$ cat config.mk
export PLATFORM = sky130hd
export DESIGN_NAME = ftbp_ctrl
export DESIGN_NICKNAME = d
export VERILOG_FILES = /design/src/hdl/ftbp_pkg.sv /design/src/hdl/ftbp_ctrl.sv
export SDC_FILE = /design/constraint.sdc
export NUM_CORES = 1
export LEC_CHECK = 0
export BUFFER_PORTS_ARGS = -buffer_cell sky130_fd_sc_hd__buf_4
export CORE_AREA = 2 2 47 67
export DETAILED_ROUTE_END_ITERATION = 10
export DIE_AREA = 0 0 49 69
export GPL_ROUTABILITY_DRIVEN = 0
export PLACE_DENSITY = 0.76
export SKIP_LAST_GASP = 1
export SLEW_MARGIN = 20
export SYNTH_ARGS = -nofsm -noshare
export SYNTH_HDL_FRONTEND = slang
export SYNTH_SLANG_ARGS = --single-unit
$ cat constraint.sdc
create_clock -name clk -period 2.5 [get_ports clk]
set_input_delay 0.5 -clock clk [delete_from_list [all_inputs] [get_ports clk]]
set_output_delay 0.5 -clock clk [all_outputs]
set_load 0.05 [all_outputs]
$ cat src/hdl/ftbp_pkg.sv
// shared constants, codes and control types for the token bucket policer
package ftbp_pkg;

  localparam int TABLE_SLOTS = 64;
  localparam int SLOT_W      = (TABLE_SLOTS > 1) ? $clog2(TABLE_SLOTS) : 1;
  localparam int IDX_W       = SLOT_W + 1;
  localparam int DIV_STEPS   = 64;
  localparam int DCNT_W      = $clog2(DIV_STEPS);

  localparam logic [29:0] NS_PER_SEC = 30'd1000000000;

  // reciprocal of 1e9 / 512: RQ_M = floor(2^53 / RQ_D)
  localparam logic [20:0] RQ_D = 21'h1D_CD65;
  localparam logic [32:0] RQ_M = 33'h1_12E0_BE82;

  localparam int CFG_IDX_W = 8;
  localparam logic [CFG_IDX_W-1:0] REG_BURST = 8'd0;
  localparam logic [CFG_IDX_W-1:0] REG_RATE  = 8'd1;

  typedef enum logic [2:0] {
    OUT_KNOWN_PASS  = 3'd0,
    OUT_KNOWN_DROP  = 3'd1,
    OUT_NEW_ADMIT   = 3'd2,
    OUT_NEW_OVERSZ  = 3'd3,
    OUT_TABLE_FULL  = 3'd4
  } outcome_t;

  typedef enum logic {
    DIV_SPAN = 1'b0,
    DIV_FULL = 1'b1
  } div_sel_t;

  // controller to datapath
  typedef struct packed {
    logic     capture;
    logic     div_start;
    div_sel_t div_sel;
    logic     span_mul;
    logic     limit;
    logic     scan_start;
    logic     scan;
    logic     diff;
    logic     cmp;
    logic     mul;
    logic     sum;
    logic     rq_mul;
    logic     rq_est;
    logic     rq_rem;
    logic     rq_fix;
    logic     token;
    logic     finish;
  } cmd_t;

  // datapath to controller
  typedef struct packed {
    logic div_done;
    logic scan_done;
    logic hit;
    logic refill_ok;
    logic out_free;
  } sts_t;

endpackage

$ cat src/hdl/ftbp_ctrl.sv
// controller: sequences divider, scan, refill steps and result hand-off
module ftbp_ctrl import ftbp_pkg::*; (
  input  logic clk,
  input  logic rst,
  input  logic s_tvalid,
  output logic s_tready,
  input  sts_t sts,
  output cmd_t cmd
);

  typedef enum logic [17:0] {
    ST_IDLE      = 18'h00001,
    ST_SPAN_GO   = 18'h00002,
    ST_SPAN_WAIT = 18'h00004,
    ST_SPAN_MUL  = 18'h00008,
    ST_LIMIT     = 18'h00010,
    ST_SCAN      = 18'h00020,
    ST_DIFF      = 18'h00040,
    ST_FULL_GO   = 18'h00080,
    ST_FULL_WAIT = 18'h00100,
    ST_CMP       = 18'h00200,
    ST_MUL       = 18'h00400,
    ST_SUM       = 18'h00800,
    ST_RQ_MUL    = 18'h01000,
    ST_RQ_EST    = 18'h02000,
    ST_RQ_REM    = 18'h04000,
    ST_RQ_FIX    = 18'h08000,
    ST_TOKEN     = 18'h10000,
    ST_FINISH    = 18'h20000
  } state_t;

  state_t state, state_next;

  always_ff @(posedge clk) begin
    if (rst) state <= ST_IDLE;
    else     state <= state_next;
  end

  // next state and commands
  always_comb begin
    state_next = state;
    cmd        = '0;
    cmd.div_sel = DIV_SPAN;
    s_tready   = 1'b0;
    unique case (state)
      ST_IDLE: begin
        s_tready    = 1'b1;
        cmd.capture = s_tvalid;
        if (s_tvalid) state_next = ST_SPAN_GO;
      end
      ST_SPAN_GO: begin
        cmd.div_start = 1'b1;
        state_next    = ST_SPAN_WAIT;
      end
      ST_SPAN_WAIT: if (sts.div_done) state_next = ST_SPAN_MUL;
      ST_SPAN_MUL: begin
        cmd.span_mul = 1'b1;
        state_next   = ST_LIMIT;
      end
      ST_LIMIT: begin
        cmd.limit      = 1'b1;
        cmd.scan_start = 1'b1;
        state_next     = ST_SCAN;
      end
      ST_SCAN: begin
        cmd.scan = 1'b1;
        if (sts.scan_done) state_next = sts.hit ? ST_DIFF : ST_FINISH;
      end
      ST_DIFF: begin
        cmd.diff   = 1'b1;
        state_next = ST_FULL_GO;
      end
      ST_FULL_GO: begin
        cmd.div_start = 1'b1;
        cmd.div_sel   = DIV_FULL;
        state_next    = ST_FULL_WAIT;
      end
      ST_FULL_WAIT: if (sts.div_done) state_next = ST_CMP;
      ST_CMP: begin
        cmd.cmp    = 1'b1;
        state_next = ST_MUL;
      end
      ST_MUL: begin
        cmd.mul    = 1'b1;
        state_next = sts.refill_ok ? ST_SUM : ST_TOKEN;
      end
      ST_SUM: begin
        cmd.sum    = 1'b1;
        state_next = ST_RQ_MUL;
      end
      ST_RQ_MUL: begin
        cmd.rq_mul = 1'b1;
        state_next = ST_RQ_EST;
      end
      ST_RQ_EST: begin
        cmd.rq_est = 1'b1;
        state_next = ST_RQ_REM;
      end
      ST_RQ_REM: begin
        cmd.rq_rem = 1'b1;
        state_next = ST_RQ_FIX;
      end
      ST_RQ_FIX: begin
        cmd.rq_fix = 1'b1;
        state_next = ST_TOKEN;
      end
      ST_TOKEN: begin
        cmd.token  = 1'b1;
        state_next = ST_FINISH;
      end
      ST_FINISH: begin
        cmd.finish = sts.out_free;
        if (sts.out_free) state_next = ST_IDLE;
      end
      default: state_next = ST_IDLE;
    endcase
  end

endmodule

==> Word level (Yosys, flattened, before mapping) <==
Cells that the tools add are included.
W data, S select, Z words.
{ "totals": {"register_bits": 18, "out_inout_bits": 18} }
{ "op_classes": {"n_eq_ne": 23, "mux": 25, "n_reduce_logical": 2} }
{ "op_table": {"columns": ["cell", "n"], "rows": [
  ["$pmux W18 S18", 1],
  ["$mux W18", 6],
  ["$eq A18 B1 Y1 const B", 1],
  ["$eq A18 B10 Y1 const B", 1],
  ["$eq A18 B11 Y1 const B", 1],
  ["$eq A18 B12 Y1 const B", 1],
  ["$eq A18 B13 Y1 const B", 1],
  ["$eq A18 B14 Y1 const B", 1],
  ["$eq A18 B15 Y1 const B", 1],
  ["$eq A18 B16 Y1 const B", 1],
  ["$eq A18 B17 Y1 const B", 1],
  ["$eq A18 B18 Y1 const B", 1],
  ["$eq A18 B2 Y1 const B", 1],
  ["$eq A18 B3 Y1 const B", 1],
  ["$eq A18 B4 Y1 const B", 1],
  ["$eq A18 B5 Y1 const B", 1],
  ["$eq A18 B6 Y1 const B", 1],
  ["$eq A18 B7 Y1 const B", 1],
  ["$eq A18 B8 Y1 const B", 1],
  ["$eq A18 B9 Y1 const B", 1],
  ["$mux W17", 1],
  ["$mux W1", 16],
  ["$ne A2 B2 Y1 const B", 5],
  ["$reduce_and A5 Y1", 1],
  ["2 further kinds", 2]
]} }

==> Logic depth before layout (Yosys ltp) <==
Gate-level depths: netlist (run 1).
{ "depth": {"depth_word": 3, "depth_mapped": 7, "depth_no_buf": 5} }

==> Worst setup path after synthesis (run 1) <==
No wires, ideal clock.
{ "synth_path": {"path_kind": "register -> output", "from": "register state[17]", "to": "output cmd[2] (netlist bit)", "t_arrival_ps": 2713, "required_ps": 2000, "slack_ps": -713, "path_stages_with_launch": 5, "path_buffers": 1, "cell_sequence": "dfxtp_1 -> buf_6 -> nor4_2 -> nand4_1 -> nor4b_1"} }
{ "synth_lines": {"columns": ["item", "line_no", "text"], "rows": [
  ["from (decl)", "ftbp_ctrl.sv:32", "state_t state, state_next;"],
  ["from (signal assigned)", "ftbp_ctrl.sv:36", "else state <= state_next;"],
  ["to (decl)", "ftbp_ctrl.sv:8", "output cmd_t cmd"]
]} }

==> results, run 1 <==
- VDD sags by at most 0.4818 mV.
- The sequential share of the synthesized area is 29.91%.
- In the finished design, the share of the clock period the worst path needs comes to 100.4%.
- The signal arrival time at the worst endpoint is 2.01 ns.
- On the worst path, the slowest cell contributes a delay of 0.46 ns.
- The total overflow left after global routing is 0.
- The cell type with the largest total area after synthesis is sky130_fd_sc_hd__dfxtp_1.
- The checks that failed: negative setup slack.
- The number of nets in the synthesized netlist is 153.
- From left edge to right edge, the die measures 49 um.
- The number of global-route vias before repair is 1215.
- The layout has 254 filler cells.
- The type of the setup path with the least slack is flip-flop to output pin.
- After the first detailed-routing iteration, the DRC count stood at 53.
- The finished cells cover 1679 sq um.
- In this run, CTS created clock tree buffers numbering 3.
- The clock root buffer is sky130_fd_sc_hd__clkbuf_8.
- The min-delay analysis places its worst path in the category input pin to flip-flop.
- In the layout the commonest cells are sky130_fd_sc_hd__buf_4 (40), sky130_fd_sc_hd__nor2_1 (15), sky130_fd_sc_hd__dfxtp_1 (14).
- The largest delay contributor family on the critical path is simple AND/OR/NAND/NOR gates.
- The starting density of the core is 43.16%.
- Counting I/O delays and the setup requirement, the final critical path takes 2.511 ns.
- Ranked by total cell area, the synthesized netlist is headed by sky130_fd_sc_hd__dfxtp_1 (30%), sky130_fd_sc_hd__nor3b_1 (7.5%), sky130_fd_sc_hd__nor3_1 (5.8%).
- TritonCTS built the clock tree.
- The number of design rule violations left after detail routing is 0.
- After the last flow step, the layout net total stands at 192.
- Setup total negative slack on the finished layout was measured at -0.01099 ns.
- Across all layers, the routed design uses 1295 vias.
- In the synthesized netlist the dominant register cell turns out to be sky130_fd_sc_hd__dfxtp_1.
- Together, buffers and inverters on the worst path number 2.
- Yosys mapped the design onto 41 distinct sky130hd cell types.
- The routed length per instance is 16.68 um.
- The floorplan step defined a die boundary enclosing 3381 sq um.
- Setup violations remaining at the end of the flow were counted as 1.
- The total count of hold-check failures in the final report came to 0.
- The largest net degree at the start of global routing is 14.
- The initial antenna violation count is 0.
- Dividing total power by cell area gives a power density of 813.3 nW/um^2.
- The analysis attributes to cell leakage a power of 0.7168 nW.
- The core footprint is 2791 sq um.
- After clock tree synthesis, the flow added hold-fix buffers numbering 0.
- The cell area that synthesis handed to floorplanning was 1205 sq um.
- The relative slew slack is 69.48%.
- The floorplan has 23 rows.
- In this run, synthesis inferred 0 flip-flops with an integrated enable.
- The post-placement cell area is 1528 sq um.
- The synthesized area per cell is 8.310 sq um.
- The final layout contains routed wiring with a total length of 3669 um.
- The total clock sinks is 18.
- The placed wire-length estimate is 2586 um.
- The total global routing track utilization is 20.86%.
- The number of vias per cell after detailed routing is 5.886.
- The largest registers in the layout are state (18).
- At the later pin of the worst-skew pair, clock insertion delay measures 0.26 ns.
- The synthesis warning total is 0.
- The area share of the leading cell type in the synthesized netlist is 29.91%.
- The register with the most flip-flops in the layout has 18 of them.
- Including well taps, the total number of placed cells is 210.
- The slowest stage of the critical path belongs to the cell sky130_fd_sc_hd__or4_4.
- Traced cell by cell, the critical path runs through or3_4 > or3_4 > or4_4 > inv_2 > buf_6.
- Measured along the y axis, the die boundary spans 69 um.
- The commonest non-fill, non-tap cell in the layout is sky130_fd_sc_hd__buf_4.
- The number of H-tree levels is 1.
- The first global-routing pass estimated 5575 um of wire.
- The antenna diode count is 0.
- Cells with a size suffix above 1 make up 40.44% of the layout.
- Setup repair after global routing could not meet its margin everywhere.
- The largest fanout on the critical path is 4.
- The clock input transition at the sequential cells of the worst setup and hold paths is 0.07 ns.
- Max-cap violations in this run came to 0.
- The final number of max-transition violations is 0.
- The maximum clock frequency is 398.3 MHz.
- The post-synthesis cell count is 145.
- After the flow finishes, the layout carries non-filler instances totaling 220.
- STA puts the critical path data required time at 2.00 ns.
- The clock passes through at most 2 buffers.
- The post-synthesis register bit count is 18.
- Relative to the synthesized area, the layout overhead comes to 39.36%.
- The actual transition at the worst max-transition pin is 0.4540 ns.
- 26 I/O pins were placed.
- The sort of element at the end of the critical path is an output pin.
- The most flop-heavy register is state.
- After layout, the worst setup slack is -0.01099 ns.
- The worst setup path is launched from a flip-flop.
- The count of nets left with antenna violations once routing finished came out at 0.
- The async set-or-reset flop fraction in the synthesized netlist is 0%.
- The final setup skew is 0.007077 ns.
- The run finished, with violations left.
- Input and output buffers added on the ports amount to 25.
- In this design, the critical path's most frequently occurring cell is sky130_fd_sc_hd__or3_4.
- The first TritonRoute pass finished after 6 iterations.
[power by group]
part / leakage, nW / switching (W) / internal, W
sequential: 0.148 / 0.0000567 / 0.000318
combinational: 0.540 / 0.000429 / 0.000320
clock: 0.0288 / 0.000102 / 0.000140
[per-stage QoR]
| stage | utilization (%) | hold WS, ns | setup WS (ns) | power [W] |
|---|---|---|---|---|
| finish | 60.15 | 0.4467 | -0.01099 | 0.001366 |
| global placement | 54.73 | 0.6299 | 0.1929 | 0.001013 |
| floorplan | - | 0.5691 | -0.1081 | 0.0008524 |
| detailed placement | 54.73 | 0.6306 | 0.1844 | 0.001024 |
| CTS | 57.82 | 0.4486 | -0.03152 | 0.001297 |
| global route | 60.15 | 0.4457 | -0.05315 | 0.001440 |
[layer usage]
layer	routed length (um)	global-route usage, %	part of all wire [%]
met5	0	0	0
met4	138	9.524	3.8
met3	162	3.463	4.4
met2	1972	38.36	54
met1	1396	22.72	38
[logic make-up (layout without fill, tap and decap cells)]
kind of cell	after synthesis	in the layout	share of synthesized area, %
flops	18	18	29.91
simple gates	94	94	51.72
buf+inv	12	50	5.295
xor+xnor	5	5	3.634
compound gates	16	16	9.450
[worst paths after layout]
path	depth (start not counted)	to	start	slack, ns
worst max register to register	6	state[3]$_SDFFE_PP0P_	state[6]$_SDFFE_PP0P_	0.40
worst min register to register	3	state[2]$_SDFFE_PP0P_	state[1]$_SDFFE_PP0P_	0.67
worst min-delay path	2	state[2]$_SDFFE_PP0P_	rst	0.45
worst max-delay path	5	cmd[7]	state[17]$_SDFFE_PP0P_	-0.01
[cells in the mapped netlist, types with 3 or more instances]
master / n
sky130_fd_sc_hd__nand2_1: 6
sky130_fd_sc_hd__nor4_2: 4
sky130_fd_sc_hd__nand3b_1: 3
sky130_fd_sc_hd__o31ai_1: 3
sky130_fd_sc_hd__nand3_1: 8
sky130_fd_sc_hd__xor2_1: 4
sky130_fd_sc_hd__nor3_1: 14
sky130_fd_sc_hd__and4_1: 3
sky130_fd_sc_hd__nor3b_1: 12
sky130_fd_sc_hd__buf_2: 3
sky130_fd_sc_hd__o21ai_0: 4
sky130_fd_sc_hd__nor2_1: 17
sky130_fd_sc_hd__a21oi_1: 3
sky130_fd_sc_hd__clkbuf_1: 3
sky130_fd_sc_hd__inv_1: 3
sky130_fd_sc_hd__dfxtp_1: 18
sky130_fd_sc_hd__nor4b_1: 3
[area by class of cell]
class / instances / area (sq um) / area share, %
inverters: 3 / 11.26 / 0.6706
multi-input cells: 115 / 867.1 / 51.64
repair buffers: 43 / 334.1 / 19.90
well taps: 37 / 46.29 / 2.757
flip-flops and latches: 18 / 365.4 / 21.76
clock buffers: 4 / 55.05 / 3.279
[what timing repair did]
item,4_1_cts,5_1_grt
pin swaps,3,4
setup endpoints to repair,5,9
setup buffers,2,4
gates resized for setup,4,11
(Power assumes the default switching activity.)
==> run 2: changes to the inputs <==
PLACE_DENSITY = 0.78   (was 0.76)
clock period = 2.2 ns   (was 2.5 ns; I/O delays follow)
==> run 2 against run 1 <==
  * The run still ends with negative setup slack left
  * Non-clock buffer count up 28
  * Worst hold slack worse by 0.043 ns
  * Register-to-register slack worse by 0.71 ns
  * Sequential power rose by 8.3%
  * First-iteration DRC count up 74%
  * Setup slack got worse by 0.32 ns
  * Combinational power rose by 86%
  * Global-route usage grew 5.5 points
  * Sequential share of layout area down 5.0 points
  * Utilization up 19 points
  * Clock skew decreased by 0.0039 ns
  * Die area did not move
  * Largest cell class unchanged
==> results, run 2 (synthesis gave the netlist of run 1 again) <==
- Of the available clock period, the critical path in the final layout requires 114.8%.
- The total global routing track utilization is 26.39%.
- The delay contributed by the slowest stage of the critical path is 0.41 ns.
- The power density over the cells is 947.3 nW/um^2.
- For the pin with the worst max-slew slack, the measured transition is 0.4576 ns.
- The library cell used most frequently in the layout, excluding fill and tap cells, is sky130_fd_sc_hd__buf_4.
- The core footprint is 2791 sq um.
- Once placement finished, the instance area stood at 1652 sq um.
- In this run the core area contains 23 standard-cell rows.
- For the worst-skew pair, the clock arrives at the later sink with an insertion delay of 0.26 ns.
- Of all nets on the critical path, the largest fanout is 3.
- Once layout is done, the placed cells without fillers occupy 2196 sq um.
- The critical path goes through nor4_4 > buf_4 > nand4_1 > nor3_2 > and3b_2 > buf_6.
- The clock root buffer is sky130_fd_sc_hd__clkbuf_8.
- The starting density of the core is 43.16%.
- The launching element type of the critical path is a flip-flop.
- The sequential cell area in the final layout is 367.9 sq um.
- The total count of hold-check failures in the final report is 0.
- The buffer depth of the longest clock path is 2.
- The number of global-route vias before repair was 1480.
- From bottom edge to top edge, the die measures 69 um.
- Leaving out fill and tap cells, the most frequent cells in the layout are sky130_fd_sc_hd__buf_4 (44), sky130_fd_sc_hd__buf_6 (18), sky130_fd_sc_hd__nor2_1 (12), sky130_fd_sc_hd__dfxtp_1 (12), sky130_fd_sc_hd__nor3_1 (10).
- The largest registers in the layout are state (18).
- Setup repair after global routing could not meet its margin everywhere.
- Max-cap violations in this run came to 0.
- Adding up every negative setup slack in the final design gives -6.781 ns.
- STA classifies the critical path endpoint as an output pin.
- The run finished, with violations left.
- The checks that failed: negative setup slack.
- The port buffer count is 25.
- The length of routed met3 wiring is 304 um.
- The flip-flop count of the largest register, all copies and words added is 18.
- The area of combinational cells with multiple inputs is 1044 sq um.
- The maximum clock frequency is 395.8 MHz.
- The cell with the largest stage delay on the worst path is sky130_fd_sc_hd__nor4_4.
- The clock period minus final worst setup slack is 2.526 ns.
- After filler insertion, the fill cell instance count of the layout stands at 164.
- The initial antenna violation count is 0.
- The largest voltage drop on the vdd net is 1.108 mV.
- Dividing the detail-routed wire length by the instance count gives 21.45 um.
- The worst pin sits at a relative slew slack of 69.17%.
- The number of iterations in the first detailed-routing pass is 4.
- The count of endpoints failing setup in the final report is 34.
- Across the routed clock network, the largest skew measured is 0.003134 ns.
- The final number of max-transition violations was 0.
- Counting both buffers and inverters, the worst setup path holds a total of 2.
- The number of DRC markers in iteration 0 is 92.
- The detailed-route wire length is 5340 um.
- The number of CTS-inserted buffers is 3.
- The ratio of cells with drive above 1 in the final layout is 60.85%.
- The CTS tree is built.
- The floorplan step set the die width to 49 um.
- The die covers 3381 sq um.
- Once detailed placement completed, the half-perimeter wirelength came to 2801 um.
- Broken down by cell family, the worst path's largest delay share belongs to simple AND/OR/NAND/NOR gates.
- CTS saw 18 sinks.
- In the final routing, the length of wire on met1 measures 1964 um.
- The most flop-heavy register is state.
- The total met2 wirelength after detailed routing is 2812 um.
- The final layout contains 221 nets.
- The first-pass GRT wire length is 6955 um.
- Using the TritonRoute via totals, the vias-per-cell ratio works out to 6.233.
- STA puts the critical path data required time at 1.76 ns.
- Entering global routing, the biggest net connects 14 pins.
- The number of design rule violations left after detail routing is 0.
- The detail route stage leaves a number of antenna-violating nets equal to 0.
- Across all layers, the routed design uses 1552 vias.
- Clock-pin slew was measured on the worst setup and hold paths at 0.07 ns.
- Global routing finished with a remaining overflow of 0.
- The uppermost signal routing layer after detailed routing is met4.
- The number of H-tree levels is 1.
- The antenna diode count is 0.
- The worst setup path is of the flip-flop to output pin kind.
- In the post-route analysis, the smallest setup slack over all paths is -0.3264 ns.
- In this run the static leakage power is 0.9107 nW.
- For this design the top-level I/O count stands at 26.
- The path type of the worst min-delay path is input pin to flip-flop.
- STA puts the critical path data arrival time at 2.09 ns.
- The area growth from synthesis to layout is 82.24%.
[run 2: cell count changes in the layout (fill, tap and decap cells not counted), moves of 4 or more]
cell	before	now
sky130_fd_sc_hd__nor3b_2	0	9
sky130_fd_sc_hd__buf_8	0	9
sky130_fd_sc_hd__nor3b_1	12	3
sky130_fd_sc_hd__nor2_4	1	5
sky130_fd_sc_hd__buf_4	40	44
sky130_fd_sc_hd__buf_6	3	18
[run 2: area by class of cell]
cell class / instances / share of cell area [%]
clock buffer: 4 / 2.507
inverter: 3 / 0.6838
multi-input combinational: 116 / 47.52
sequential: 18 / 16.75
tap: 37 / 2.108
timing repair buffer: 71 / 30.43
[run 2: where the power goes]
group | internal [W] | switching [W]
combinational | 0.000659 | 0.000734
sequential | 0.000362 | 0.0000430
clock | 0.000160 | 0.000122
total | 0.00118 | 0.000900
[run 2: metrics by stage]
| step | utilization [%] | setup slack [ns] | cells | total power, W | hold slack, ns |
|---|---|---|---|---|---|
| after floorplan | - | -0.1281 | 145 | 0.0009908 | 0.5091 |
| after global placement | 59.17 | 0.04895 | 221 | 0.001230 | 0.6235 |
| after detailed placement | 59.17 | -0.0003778 | 221 | 0.001259 | 0.6376 |
| after CTS | 70.10 | -0.2106 | 238 | 0.001738 | 0.3862 |
| after global routing | 78.66 | -0.3514 | 249 | 0.002144 | 0.4008 |
| final | 78.66 | -0.3264 | 249 | 0.002080 | 0.4039 |
[run 2: worst reg2reg max path, delay by kind of cell, from the launching register on]
family	cells	cell delay (ns)
buf+inv	5	0.85
flops	1	0.35
simple gates	5	1.20
[run 2: routing by layer]
metal,up-vias,GRT usage (%)
met1,765,29.40
met2,83,46.27
met5,-,0
li1,679,-
met3,25,4.762
met4,0,14.60
[run 2: worst paths after layout]
| path | from | endpoint | slack [ns] | depth (start not counted) |
|---|---|---|---|---|
| min reg2reg | state[1]$_SDFFE_PP0P_ | state[2]$_SDFFE_PP0P_ | 0.63 | 3 |
| max | state[4]$_SDFFE_PP0P_ | cmd[13] | -0.33 | 6 |
| max reg2reg | state[4]$_SDFFE_PP0P_ | state[10]$_SDFFE_PP0P_ | -0.31 | 10 |
| min | rst | state[8]$_SDFFE_PP0P_ | 0.40 | 2 |
[run 2: repair_timing]
action                     CTS  global route
setup buffers               13            11
pin swaps                   15            20
setup endpoints to repair   16            34
resized for setup           40            39
hold endpoints to repair     0             0
cloned                       0             1
hold buffers                 0             0
